**config.mk**
```make
export PLATFORM = sky130hd
export DESIGN_NAME = stable_priority_task_queue_core
export DESIGN_NICKNAME = d
export VERILOG_FILES = /design/src/design/spq_pkg.sv /design/src/design/stable_priority_task_queue_core.sv /design/src/design/spq_ctrl.sv /design/src/design/spq_datapath.sv
export SDC_FILE = /design/constraint.sdc
export NUM_CORES = 1
export LEC_CHECK = 0
export ABC_AREA = 1
export ABC_CLOCK_PERIOD_IN_PS = 2400
export BUFFER_PORTS_ARGS = -buffer_cell sky130_fd_sc_hd__buf_2
export CAP_MARGIN = 20
export CORE_MARGIN = 5
export CORE_UTILIZATION = 45
export CTS_BUF_LIST = sky130_fd_sc_hd__clkbuf_4 sky130_fd_sc_hd__clkbuf_8
export CTS_CLUSTER_SIZE = 16
export DETAILED_ROUTE_END_ITERATION = 10
export REMOVE_ABC_BUFFERS = 1
export SYNTH_ARGS = -nofsm -noshare
export SYNTH_HDL_FRONTEND = slang
export SYNTH_SLANG_ARGS = --single-unit
```
**constraint.sdc**
```tcl
create_clock -name clk -period 2.4 [get_ports clk]
set_input_delay 0.24 -clock clk [delete_from_list [all_inputs] [get_ports clk]]
set_output_delay 0.24 -clock clk [all_outputs]
set_load 0.05 [all_outputs]
```
**src/design/spq_pkg.sv**
```systemverilog
// ----------------------------------------------------------------------------
// Stable priority task queue: shared package
// Defaults, port widths, opcodes, controller states and command structs.
// ----------------------------------------------------------------------------
package spq_pkg;

  // Parameter defaults
  localparam int unsigned DEPTH_DEF      = 16;
  localparam int unsigned ID_WIDTH_DEF   = 8;
  localparam int unsigned PRIO_WIDTH_DEF = 8;

  // Fixed port widths
  localparam int unsigned ID_PORT_W   = 8;
  localparam int unsigned PRIO_PORT_W = 8;
  localparam int unsigned OCC_PORT_W  = 5;

  // Opcodes
  localparam logic OP_ENQUEUE = 1'b0;
  localparam logic OP_DEQUEUE = 1'b1;

  // Controller states: no result held / result held for output
  typedef enum logic {
    S_EMPTY,
    S_HOLD
  } ctl_state_t;

  // Controller to datapath commands
  typedef struct packed {
    logic store;    // insert the new entry into the chain
    logic pop;      // remove the head entry
    logic drop;     // enqueue refused, queue full
    logic capture;  // load the result register
  } ctl_cmd_t;

  // Datapath to controller status
  typedef struct packed {
    logic full;
    logic empty;
  } dp_status_t;

endpackage

```
**src/design/stable_priority_task_queue_core.sv**
```systemverilog
// Latency: a result is valid in the cycle after its input beat is accepted.
// Throughput: one beat per cycle while the output side keeps taking results;
// the single result register is the limit; the chain update is combinational.
// Reset: synchronous, active high; empties the queue and drops any held result.
// No clearing pass: valid bits reset at once, the block is ready next cycle.
// ----------------------------------------------------------------------------
// Stable priority task queue core
// Bounded stable priority queue of task handles built from a controller FSM
// and a shift-insert cell-chain datapath.
// ----------------------------------------------------------------------------
module stable_priority_task_queue_core #(
  parameter int unsigned DEPTH      = spq_pkg::DEPTH_DEF,
  parameter int unsigned ID_WIDTH   = spq_pkg::ID_WIDTH_DEF,
  parameter int unsigned PRIO_WIDTH = spq_pkg::PRIO_WIDTH_DEF
) (
  input  logic                            clk,
  input  logic                            rst,
  input  logic                            in_valid,
  output logic                            in_ready,
  input  logic                            opcode,
  input  logic [spq_pkg::ID_PORT_W-1:0]   task_id,
  input  logic [spq_pkg::PRIO_PORT_W-1:0] task_priority,
  output logic                            out_valid,
  input  logic                            out_ready,
  output logic                            head_valid,
  output logic [spq_pkg::ID_PORT_W-1:0]   head_task,
  output logic [spq_pkg::PRIO_PORT_W-1:0] head_priority,
  output logic                            dropped,
  output logic [spq_pkg::OCC_PORT_W-1:0]  occupancy
);
  import spq_pkg::*;

  ctl_cmd_t   cmd;
  dp_status_t status;

  // Handshake and command control
  spq_ctrl u_ctrl (
    .clk       (clk),
    .rst       (rst),
    .in_valid  (in_valid),
    .in_ready  (in_ready),
    .opcode    (opcode),
    .out_valid (out_valid),
    .out_ready (out_ready),
    .status    (status),
    .cmd       (cmd)
  );

  // Cell chain and result register
  spq_datapath #(
    .DEPTH      (DEPTH),
    .ID_WIDTH   (ID_WIDTH),
    .PRIO_WIDTH (PRIO_WIDTH)
  ) u_datapath (
    .clk           (clk),
    .rst           (rst),
    .task_id       (task_id),
    .task_priority (task_priority),
    .cmd           (cmd),
    .status        (status),
    .head_valid    (head_valid),
    .head_task     (head_task),
    .head_priority (head_priority),
    .dropped       (dropped),
    .occupancy     (occupancy)
  );

endmodule

```
**src/design/spq_ctrl.sv**
```systemverilog
// ----------------------------------------------------------------------------
// Stable priority task queue: controller
// Handshake FSM that accepts one beat, issues the cell-chain command and
// holds the result until the output side takes it.
// ----------------------------------------------------------------------------
module spq_ctrl (
  input  logic                clk,
  input  logic                rst,
  input  logic                in_valid,
  output logic                in_ready,
  input  logic                opcode,
  output logic                out_valid,
  input  logic                out_ready,
  input  spq_pkg::dp_status_t status,
  output spq_pkg::ctl_cmd_t   cmd
);
  import spq_pkg::*;

  ctl_state_t state, state_next;
  logic       accept;

  // State register
  always_ff @(posedge clk) begin
    if (rst) begin
      state <= S_EMPTY;
    end else begin
      state <= state_next;
    end
  end

  // Next state and commands
  always_comb begin
    state_next = state;
    in_ready   = 1'b0;
    out_valid  = 1'b0;
    case (state)
      S_EMPTY: begin
        in_ready = 1'b1;
      end
      S_HOLD: begin
        out_valid = 1'b1;
        in_ready  = out_ready;
      end
      default: begin
        in_ready = 1'b0;
      end
    endcase

    accept = in_valid && in_ready;
    if (accept) begin
      state_next = S_HOLD;
    end else if (state == S_HOLD && out_ready) begin
      state_next = S_EMPTY;
    end

    cmd.capture = accept;
    cmd.store   = accept && (opcode == OP_ENQUEUE) && !status.full;
    cmd.drop    = accept && (opcode == OP_ENQUEUE) && status.full;
    cmd.pop     = accept && (opcode == OP_DEQUEUE) && !status.empty;
  end

endmodule

```
**src/design/spq_datapath.sv**
```systemverilog
// ----------------------------------------------------------------------------
// Stable priority task queue: datapath
// Shift-insert cell chain kept in service order, fill count and the
// result register.
// ----------------------------------------------------------------------------
module spq_datapath #(
  parameter int unsigned DEPTH      = spq_pkg::DEPTH_DEF,
  parameter int unsigned ID_WIDTH   = spq_pkg::ID_WIDTH_DEF,
  parameter int unsigned PRIO_WIDTH = spq_pkg::PRIO_WIDTH_DEF
) (
  input  logic                               clk,
  input  logic                               rst,
  input  logic [spq_pkg::ID_PORT_W-1:0]      task_id,
  input  logic [spq_pkg::PRIO_PORT_W-1:0]    task_priority,
  input  spq_pkg::ctl_cmd_t                  cmd,
  output spq_pkg::dp_status_t                status,
  output logic                               head_valid,
  output logic [spq_pkg::ID_PORT_W-1:0]      head_task,
  output logic [spq_pkg::PRIO_PORT_W-1:0]    head_priority,
  output logic                               dropped,
  output logic [spq_pkg::OCC_PORT_W-1:0]     occupancy
);
  import spq_pkg::*;

  localparam int unsigned CW = $clog2(DEPTH + 1);

  // Cell chain
  logic [ID_WIDTH-1:0]   cell_task [DEPTH];
  logic [PRIO_WIDTH-1:0] cell_prio [DEPTH];
  logic [DEPTH-1:0]      valid;
  logic [CW-1:0]         count;

  logic [ID_WIDTH-1:0]   new_task;
  logic [PRIO_WIDTH-1:0] new_prio;
  logic [ID_WIDTH+ID_PORT_W-1:0]     id_in_wide;
  logic [PRIO_WIDTH+PRIO_PORT_W-1:0] prio_in_wide;

  logic [ID_WIDTH-1:0]   up_task [DEPTH];
  logic [PRIO_WIDTH-1:0] up_prio [DEPTH];
  logic [ID_WIDTH-1:0]   dn_task [DEPTH];
  logic [PRIO_WIDTH-1:0] dn_prio [DEPTH];
  logic [DEPTH-1:0]      le, le_prev, valid_up, valid_dn;

  logic [ID_WIDTH-1:0]   cell_task_next [DEPTH];
  logic [PRIO_WIDTH-1:0] cell_prio_next [DEPTH];
  logic [DEPTH-1:0]      valid_next;
  logic [CW-1:0]         count_next;

  logic [ID_WIDTH+ID_PORT_W-1:0]     id_out_wide;
  logic [PRIO_WIDTH+PRIO_PORT_W-1:0] prio_out_wide;
  logic [CW+OCC_PORT_W-1:0]          occ_out_wide;

  // Fit incoming fields to the stored widths
  assign id_in_wide   = {{ID_WIDTH{1'b0}}, task_id};
  assign prio_in_wide = {{PRIO_WIDTH{1'b0}}, task_priority};
  assign new_task     = id_in_wide[ID_WIDTH-1:0];
  assign new_prio     = prio_in_wide[PRIO_WIDTH-1:0];

  assign status.full  = valid[DEPTH-1];
  assign status.empty = !valid[0];

  // Neighbor views and per-cell compare
  always_comb begin
    up_task[0]  = new_task;
    up_prio[0]  = new_prio;
    le_prev[0]  = 1'b1;
    valid_up[0] = 1'b1;
    for (int i = 1; i < DEPTH; i++) begin
      up_task[i]  = cell_task[i-1];
      up_prio[i]  = cell_prio[i-1];
      valid_up[i] = valid[i-1];
    end
    for (int i = 0; i < DEPTH - 1; i++) begin
      dn_task[i]  = cell_task[i+1];
      dn_prio[i]  = cell_prio[i+1];
      valid_dn[i] = valid[i+1];
    end
    dn_task[DEPTH-1]  = cell_task[DEPTH-1];
    dn_prio[DEPTH-1]  = cell_prio[DEPTH-1];
    valid_dn[DEPTH-1] = 1'b0;
    // le is a prefix: stored entries stay sorted
    for (int i = 0; i < DEPTH; i++) begin
      le[i] = valid[i] && (cell_prio[i] <= new_prio);
    end
    for (int i = 1; i < DEPTH; i++) begin
      le_prev[i] = le[i-1];
    end
  end

  // Next chain contents
  always_comb begin
    valid_next = valid;
    count_next = count;
    for (int i = 0; i < DEPTH; i++) begin
      cell_task_next[i] = cell_task[i];
      cell_prio_next[i] = cell_prio[i];
    end
    if (cmd.store) begin
      count_next = count + CW'(1);
      valid_next = valid | valid_up;
      for (int i = 0; i < DEPTH; i++) begin
        if (!le[i]) begin
          // insertion point takes the new entry, cells behind shift back
          cell_task_next[i] = le_prev[i] ? new_task : up_task[i];
          cell_prio_next[i] = le_prev[i] ? new_prio : up_prio[i];
        end
      end
    end else if (cmd.pop) begin
      count_next = count - CW'(1);
      valid_next = valid_dn;
      for (int i = 0; i < DEPTH; i++) begin
        cell_task_next[i] = dn_task[i];
        cell_prio_next[i] = dn_prio[i];
      end
    end
  end

  // Result fields fitted to the port widths
  assign id_out_wide   = {{ID_PORT_W{1'b0}}, cell_task[0]};
  assign prio_out_wide = {{PRIO_PORT_W{1'b0}}, cell_prio[0]};
  assign occ_out_wide  = {{OCC_PORT_W{1'b0}}, count_next};

  // Control state
  always_ff @(posedge clk) begin
    if (rst) begin
      valid <= '0;
      count <= '0;
    end else begin
      valid <= valid_next;
      count <= count_next;
    end
  end

  // Cell payload, no reset
  always_ff @(posedge clk) begin
    for (int i = 0; i < DEPTH; i++) begin
      cell_task[i] <= cell_task_next[i];
      cell_prio[i] <= cell_prio_next[i];
    end
  end

  // Result register
  always_ff @(posedge clk) begin
    if (cmd.capture) begin
      head_valid    <= cmd.pop;
      head_task     <= cmd.pop ? id_out_wide[ID_PORT_W-1:0] : '0;
      head_priority <= cmd.pop ? prio_out_wide[PRIO_PORT_W-1:0] : '0;
      dropped       <= cmd.drop;
      occupancy     <= occ_out_wide[OCC_PORT_W-1:0];
    end
  end

endmodule

```
* After elaboration in Yosys (flattened, before gate mapping) *
Memory sizes are Yosys's and may differ from the RTL's.
Cells that the tools add are included.

word-level totals
  flip-flop bits (word level) = 45
  memory bits (writable) = 256
  input port bits = 21
  logic and storage cells = 131
  memories kept = 2

cells by class
  add/sub/neg operators = 2
  $lt $le $gt $ge = 16
  muxes and demuxes = 74
  bitwise operators = 3
  reductions and logical operators = 26

memory list
  memory                words  width  read ports  clocked after Yosys merged registers in  write ports  RTL line            source
  u_datapath.cell_prio  16     8      16          0                                        16           spq_datapath.sv:29  logic [PRIO_WIDTH-1:0] cell_prio [DEPTH];
  u_datapath.cell_task  16     8      16          0                                        16           spq_datapath.sv:28  logic [ID_WIDTH-1:0] cell_task [DEPTH];

operators with widths
  kind                                                                number
  128-bit 2-to-1 mux                                                  4
  8-bit 2-to-1 mux                                                    62
  8-bit less-or-equal comparator                                      16
  16-bit 2-to-1 mux                                                   2
  1-bit logical AND                                                   23
  16-bit OR                                                           1
  5-bit 2-to-1 mux                                                    2
  5-bit by 1-bit adder with 5-bit output, second input constant       1
  5-bit by 1-bit subtractor with 5-bit output, second input constant  1
  2-bit nonzero test                                                  2
  1-bit 2-to-1 mux                                                    3
  1-bit inverter                                                      2
  1-bit case mux with 2 select lines                                  1
  1-bit zero test                                                     1

* Logic depth before layout (Yosys ltp) *
Gate-level depths: netlist of the first run.

  depth after elaboration = 7
  mapped depth = 16

* By module *
From an unflattened synthesis of the first run, not the netlist that was laid out.

second synthesis, totals
  cells, all modules = 2,437
  area, all modules = 18,457.7 um^2

by module, submodules not included
  module        times used  cells each  area an instance (um^2)  seq. area each (um^2)
  spq_datapath  1           2,422       18,371.4                 8,798.4
  spq_ctrl      1           15          86.3                     20.0

* Worst setup path after synthesis of the first run *
Ideal clock, no wire load.

  path kind = reg-to-reg
  start point = register u_ctrl.state (netlist name)
  end point = memory u_datapath.cell_prio[14][0] (netlist bit) (enable)
  setup time = 0.372 ns
  arrival time = 2.397 ns
  slack = -0.369 ns
  cell stages (with the launch flop) = 8
  path through = dfxtp_1 -> a21oi_4 -> nand3_4 -> clkinv_4 -> buf_6 -> buf_2 -> nand2_1 -> nand2_1

RTL lines
  item           RTL line
  end, declared  spq_datapath.sv:29

==> results of run 1 <==
-- sequential cells by signal, indices dropped and copies added (netlist names) --
signal / cells
u_datapath.cell_prio: 128
u_datapath.cell_task: 128
u_datapath.count: 5
u_datapath.head_task: 8
u_datapath.head_priority: 8
u_ctrl.state: 1
u_datapath.occupancy: 5
u_datapath.valid: 16
u_datapath.dropped: 1
u_datapath.head_valid: 1
-- final timing paths --
kind / end / slack [ns] / cells past startpoint
worst max register to register: u_datapath.cell_task[1][0] / 0.23 / 6
worst min-delay path: u_datapath.occupancy[2] / 0.26 / 4
worst min register to register: u_datapath.cell_prio[14][1] / 0.52 / 2
worst max-delay path: u_datapath.cell_task[1][29] / 0.22 / 16
-- power breakdown --
| group | leakage (uW) | switching (uW) | internal [uW] |
|---|---|---|---|
| clock network | 0.000611 | 2250 | 2980 |
| registers | 0.00281 | 255 | 6230 |
| logic | 0.00834 | 1540 | 783 |
-- area by class of cell --
cell class	count	area [um^2]	area share
Sequential cell	301	8820	0.425
Multi-Input combinational cell	1719	7960	0.384
Inverter	288	1090	0.0524
Timing Repair Buffer	124	1060	0.0510
Clock buffer	79	956	0.0461
Tap cell	532	666	0.0321
Clock inverter	20	196	0.00947
-- routing by layer --
metal | vias up | global-route usage | wire, um
li1 | 7639 | - | -
met5 | - | 0 | 0
met4 | 0 | 0.0897 | 1770
met2 | 421 | 0.404 | 25300
met3 | 119 | 0.0421 | 3140
met1 | 7189 | 0.290 | 22200
-- cell usage in the layout, fill, tap and decap left out, types with 20 or more instances in the layout --
cell type  Yosys  final
dfxtp_1       22     22
nor2_1        70     70
buf_4          3     46
inv_1        286    286
ha_1         122    122
o21ai_0       33     33
clkbuf_4       0     21
edfxtp_1     279    279
buf_2         46     45
a21oi_1       56     56
nand2_1     1350   1350
clkbuf_8       0     58
nand3_1       20     20
-- metrics by stage --
| stage | hold WS, ns | power [uW] | setup TNS, ns | setup WS [ns] |
|---|---|---|---|---|
| after floorplan | 0.309 | 8060 | -1066.17 | -2.23 |
| after global placement | 0.488 | 8810 | 0 | 0.203 |
| after detailed placement | 0.489 | 8870 | 0 | 0.148 |
| after CTS | 0.209 | 14200 | 0 | 0.194 |
| after global routing | 0.239 | 14800 | 0 | 0.0251 |
| final | 0.258 | 14000 | 0 | 0.224 |
-- critical path: stages --
cell	delay, ns
dlygate4sd3_1	0.56
buf_2	0.14
inv_1	0.07
buf_12	0.16
ha_1	0.31
nand2_1	0.05
nand2_1	0.06
nand2_1	0.05
nand2_1	0.05
nand2_1	0.05
nand2_1	0.05
nand2_1	0.06
nand2_1	0.11
nand2_4	0.15
nand2_1	0.11
buf_4	0.25
-- cell families (layout without fill, tap and decap cells) --
logic type	Yosys count	after routing	share of synthesized area
xor+xnor	5	5	0.00279
fa+ha+maj	122	122	0.0832
buf+inv	374	511	0.0858
flops	301	301	0.480
simple gates	1483	1483	0.315
compound gates	109	109	0.0331
-- timing repair --
| item | in CTS | in global routing |
|---|---|---|
| hold buffers | 18 | 0 |
| resized for setup | 0 | 1 |
| endpoints found under the hold margin | 20 | 0 |
| endpoints found under the setup margin | 0 | 2 |
==> impl_results.md, run 1 <==
- Status: complete, no violations
- YS warnings: 0
- Setup violators final: 0
- # H-tree levels: 2
- CP Capture Type: register
- Fin nets: 2632
- Clk_lat worst skew: 0.65 ns
- Slew headroom: 0.399
- Top_reg_cell synth: edfxtp_1
- Share of cells above drive strength 1: 0.0893
- Die area: 0.0449 mm^2
- Largest net degree at the start of global routing: 189
- Max cap viols: 0
- Fin cells: 3063
- Maximum vdd drop: 0.426 mV
- Final Hold Vio Count: 0
- Commonest cells post-synth: nand2_1 (1350), inv_1 (286), edfxtp_1 (279), ha_1 (122), nor2_1 (70)
- Fillers: 3959
- TritonRoute pass-1 iters: 5
- #FFs+latches synth: 301
- Crit share post-route: 0.907
- Vias: 15400
- Critical path launch point type: primary input
- GP Congestion: 0.865
- Core ar.: 0.0406 mm^2
- # placed instances: 2946
- Top post-synthesis cells by area: edfxtp_1 (46%), nand2_1 (28%), ha_1 (8.3%), inv_1 (5.8%), dfxtp_1 (2.4%)
- Syn_area_per_cell: 7.67 um^2
- First-pass GRT wire length: 82.4 mm
- Vias per cell: 5.02
- DRT antenna net count: 0
- Routed wire length: 52.3 mm
- IO Port Bufs: 45
- Initial DRC Count: 1084
- Origin of the critical flop-to-flop path: u_datapath.valid[15]
- Mapped cell area: 0.0184 mm^2
- Largest area contributor in the netlist: edfxtp_1
- Most common cell in the netlist: nand2_1
- Area Overhead vs Synth: 13.0%
- Max FO, Critical Path: 17
- Longest Clk Path Bufs: 3
- Min-Delay Path Class: in2reg
- Initial antenna violation count: 0
- Library cells used by synthesis: 31
- EDFF count, synth: 279
- Critical path required time: 2.71 ns
- Layout Utilization: 0.512
- Die width: 212 um
- DRC Markers: 0
- # rows: 74
- Final min period: 2.18 ns
- Fin. max-slew vios: 0
- Ant. Diodes: 0
- Synth Instances: 2394
- Max Freq: 459 MHz
- Async SR Flop Fraction: 0
- Root Buffer: clkbuf_8
- RSZ-0062 raised after global routing: false
- Reg clk slew, reported paths: 0.06 ns
- Crit path DAT: 2.49 ns
- Max Clock Skew: 0.0251 ns
- Share of the synthesized area in the top cell type: 0.456
- Gr ovfl total: 0
- CTS tree: yes
- Critical path class: in2reg
- Critical Path Source: task_priority[1]
- Die Y: 212 um
- Power per cell area: 677 mW/mm^2
- TritonCTS Buffers: 55
- Slew @ Worst Pin: 0.901 ns
- Sequential-to-total area share from yosys stat: 0.480
- Setup Buffers After CTS: 0
- Clock sinks: 301
- Starting density of the core: 0.453
- Total global-route track usage: 0.233
- HPWL Detailed: 35.6 mm
- Post-route cell area: 0.0207 mm^2
- Per-cell routed wire length: 17.1 um
- Pleak: 0.0118 uW
- Hold_sp: in_valid
- Vias in the first global route: 15600
- Placed Instance Area: 0.0194 mm^2
- IO Count: 46
No activity file was read; power rests on OpenSTA's default activity.
==> run 2, diff against run 1 <==
--- a/config.mk
+++ b/config.mk
@@ -10,10 +10,11 @@
 export BUFFER_PORTS_ARGS = -buffer_cell sky130_fd_sc_hd__buf_2
 export CAP_MARGIN = 20
 export CORE_MARGIN = 5
-export CORE_UTILIZATION = 45
+export CORE_UTILIZATION = 55
 export CTS_BUF_LIST = sky130_fd_sc_hd__clkbuf_4 sky130_fd_sc_hd__clkbuf_8
 export CTS_CLUSTER_SIZE = 16
 export DETAILED_ROUTE_END_ITERATION = 10
+export PLACE_DENSITY = 0.86
 export REMOVE_ABC_BUFFERS = 1
 export SYNTH_ARGS = -nofsm -noshare
 export SYNTH_HDL_FRONTEND = slang
==> impl_results.md, run 2 (synthesis gave the netlist of run 1 again) <==
- Status: complete, no violations
- Total global-route track usage: 0.255 (+0.0219)
- DRT antenna net count: 0 (unchanged)
- Crit share post-route: 0.950 (+0.0436)
- Min-Delay Path Class: in2reg
- First-pass GRT wire length: 76.8 mm (-6.8%)
- Gr ovfl total: 0 (unchanged)
- Max FO, Critical Path: 17 (unchanged)
- Commonest non-fill, non-tap cell in the layout: nand2_1
- Max Freq: 438 MHz (-4.6%)
- Initial DRC Count: 1513 (+40%)
- Max cap viols: 0 (unchanged)
- Leading cell types in the layout, fill and taps excluded: nand2_1 (1350), inv_1 (286), edfxtp_1 (279)
- Critical path class: in2reg
- Vias per cell: 5.35 (+6.6%)
- Die Y: 193 um (-9.1%)
- GP Congestion: 0.887 (+2.6%)
- R2R setup slack: 0.22 ns (about the same)
- Power per cell area: 650 mW/mm^2 (-3.9%)
- Die width: 193 um (-9.1%)
- Fin cells: 2966 (-3.2%)
- Max Clock Skew: 0.0261 ns (+0.000990 ns)
- Crit path top cell by count: nand2_1
- Critical-path cell list: dlygate4sd3_1, buf_2, inv_1, buf_4, ha_1, nand2_1, nor2_1, nand2_1, nand2_1, nand2_1, nand2_1, nand2_4, nand2_1, buf_4
- Setup violators final: 0 (unchanged)
- Starting density of the core: 0.552 (+0.0989)
- # placed instances: 2864 (-2.8%)
- Fillers: 2802 (-29%)
- Clock sinks: 301 (unchanged)
- Maximum vdd drop: 0.546 mV (+28%)
- Largest net degree at the start of global routing: 145 (-23%)
- TritonCTS Buffers: 49 (-11%)
- Per-cell routed wire length: 15.9 um (-6.8%)
- Pleak: 0.0116 uW (-1.0%)
- IO Count: 46 (unchanged)
- Ant. Diodes: 0 (unchanged)
- Setup Buffers After CTS: 0 (unchanged)
- RSZ-0062 raised after global routing: false
- DRC Markers: 0 (unchanged)
- Layout Utilization: 0.612 (+0.100)
- Root Buffer: clkbuf_8
- Power, Total: 13200 uW (-5.7%)
- Share of cells above drive strength 1: 0.0858 (-0.00351)
- Slew @ Worst Pin: 0.652 ns (-0.250 ns)
- IO Port Bufs: 45 (unchanged)
- CP Capture Type: register
- Fin. max-slew vios: 0 (unchanged)
- Fin nets: 2624 (-0.30%)
- Slowest stage delay, CP: 0.52 ns (-0.04 ns)
- CTS tree: yes
- TritonRoute pass-1 iters: 6 (+1)
- Regs by FF count: u_datapath.cell_prio (128), u_datapath.cell_task (128), u_datapath.valid (16)
- HPWL Detailed: 32.7 mm (-8.1%)
- Critical path launch point type: primary input
- # H-tree levels: 2 (unchanged)
- Area Overhead vs Synth: 10.9%
- Critical path required time: 2.65 ns (-0.06 ns)
- Core ar.: 0.0333 mm^2 (-18%)
- Slowest library cell on the worst path: dlygate4sd3_1
- Fin Hold WS: 0.0134 ns (-0.245 ns)
- Die area: 0.0371 mm^2 (-17%)
- Routed wire length: 47.2 mm (-9.8%)
- Crit path DAT: 2.53 ns (+0.04 ns)
- Final Hold Vio Count: 0 (unchanged)
- Vias: 15900 (+3.3%)
- Vias in the first global route: 15600 (-0.20%)
- Clk_lat worst skew: 0.59 ns (-0.06 ns)
- Slew headroom: 0.566 (+0.166)
- Reg clk slew, reported paths: 0.06 ns (about the same)
- Final min period: 2.28 ns (+0.105 ns)
- Longest Clk Path Bufs: 3 (unchanged)
- # rows: 67 (-9.5%)
- Initial antenna violation count: 0 (unchanged)
==> run 2: changes by cell type in the layout (fill, tap and decap cells not counted), sizes merged <==
cell | previous run | this run
inv | 288 | 287
clkinvlp | 1 | 0
dlygate4sd3 | 18 | 14
bufinv | 4 | 1
clkinv | 15 | 19
buf | 106 | 108
clkbuf | 79 | 69
==> run 2: metrics by stage <==
step	area (um^2)	setup slack (ns)	setup TNS [ns]
global route	20400	0.00491	0
global placement	19300	0.159	0
floorplan	17900	-2.23	-1066.17
finish	20400	0.119	0
detailed placement	19300	0.115	0
CTS	20400	0.180	0
==> run 2: timing repair <==
item,4_1_cts,5_1_grt
endpoints found under the hold margin,16,0
hold buffers,14,0
resized for setup,0,1
endpoints found under the setup margin,0,14
==> run 2: cell type report <==
type / count / area [um^2] / share of cell area
multi-input combinational: 1719 / 7960 / 0.391
sequential: 301 / 8820 / 0.433
inverter: 288 / 1090 / 0.0534
clock buffer: 69 / 850 / 0.0417
tap: 448 / 561 / 0.0275
timing repair buffer: 122 / 967 / 0.0475
clock inverter: 19 / 109 / 0.00535
==> run 2: where the power goes <==
part	total (uW)	switching, uW	internal (uW)
Clock	4470	2080	2390
Sequential	6460	232	6230
Combinational	2310	1540	771
==> run 2: final timing paths <==
kind                               startpoint                          end  depth (start not counted)
setup / recovery             task_priority[7]  u_datapath.cell_task[1][45]                         14
hold / removal               task_priority[5]  u_datapath.cell_prio[15][5]                          3
setup reg to reg  u_datapath.cell_prio[13][3]  u_datapath.cell_task[1][45]                         12
hold reg to reg    u_datapath.cell_task[1][7]  u_datapath.cell_task[0][63]                          2
==> run 2: worst max-delay path: cells and delay by family <==
kind | cells | cell delay, ns
adders and majority gates | 1 | 0.33
buffers and inverters | 5 | 1.18
and+or+nand+nor | 8 | 0.77
==> run 2: per-layer routing <==
layer  routed length (um)  GRT usage  part of all wire  up-vias
met4                 2040      0.108             0.043        0
met2                22400      0.430              0.47      783
met5                    0          0                 0        -
met3                 3890     0.0385             0.082      169
li1                     -          -                 -     7622
met1                18900      0.327              0.40     7296
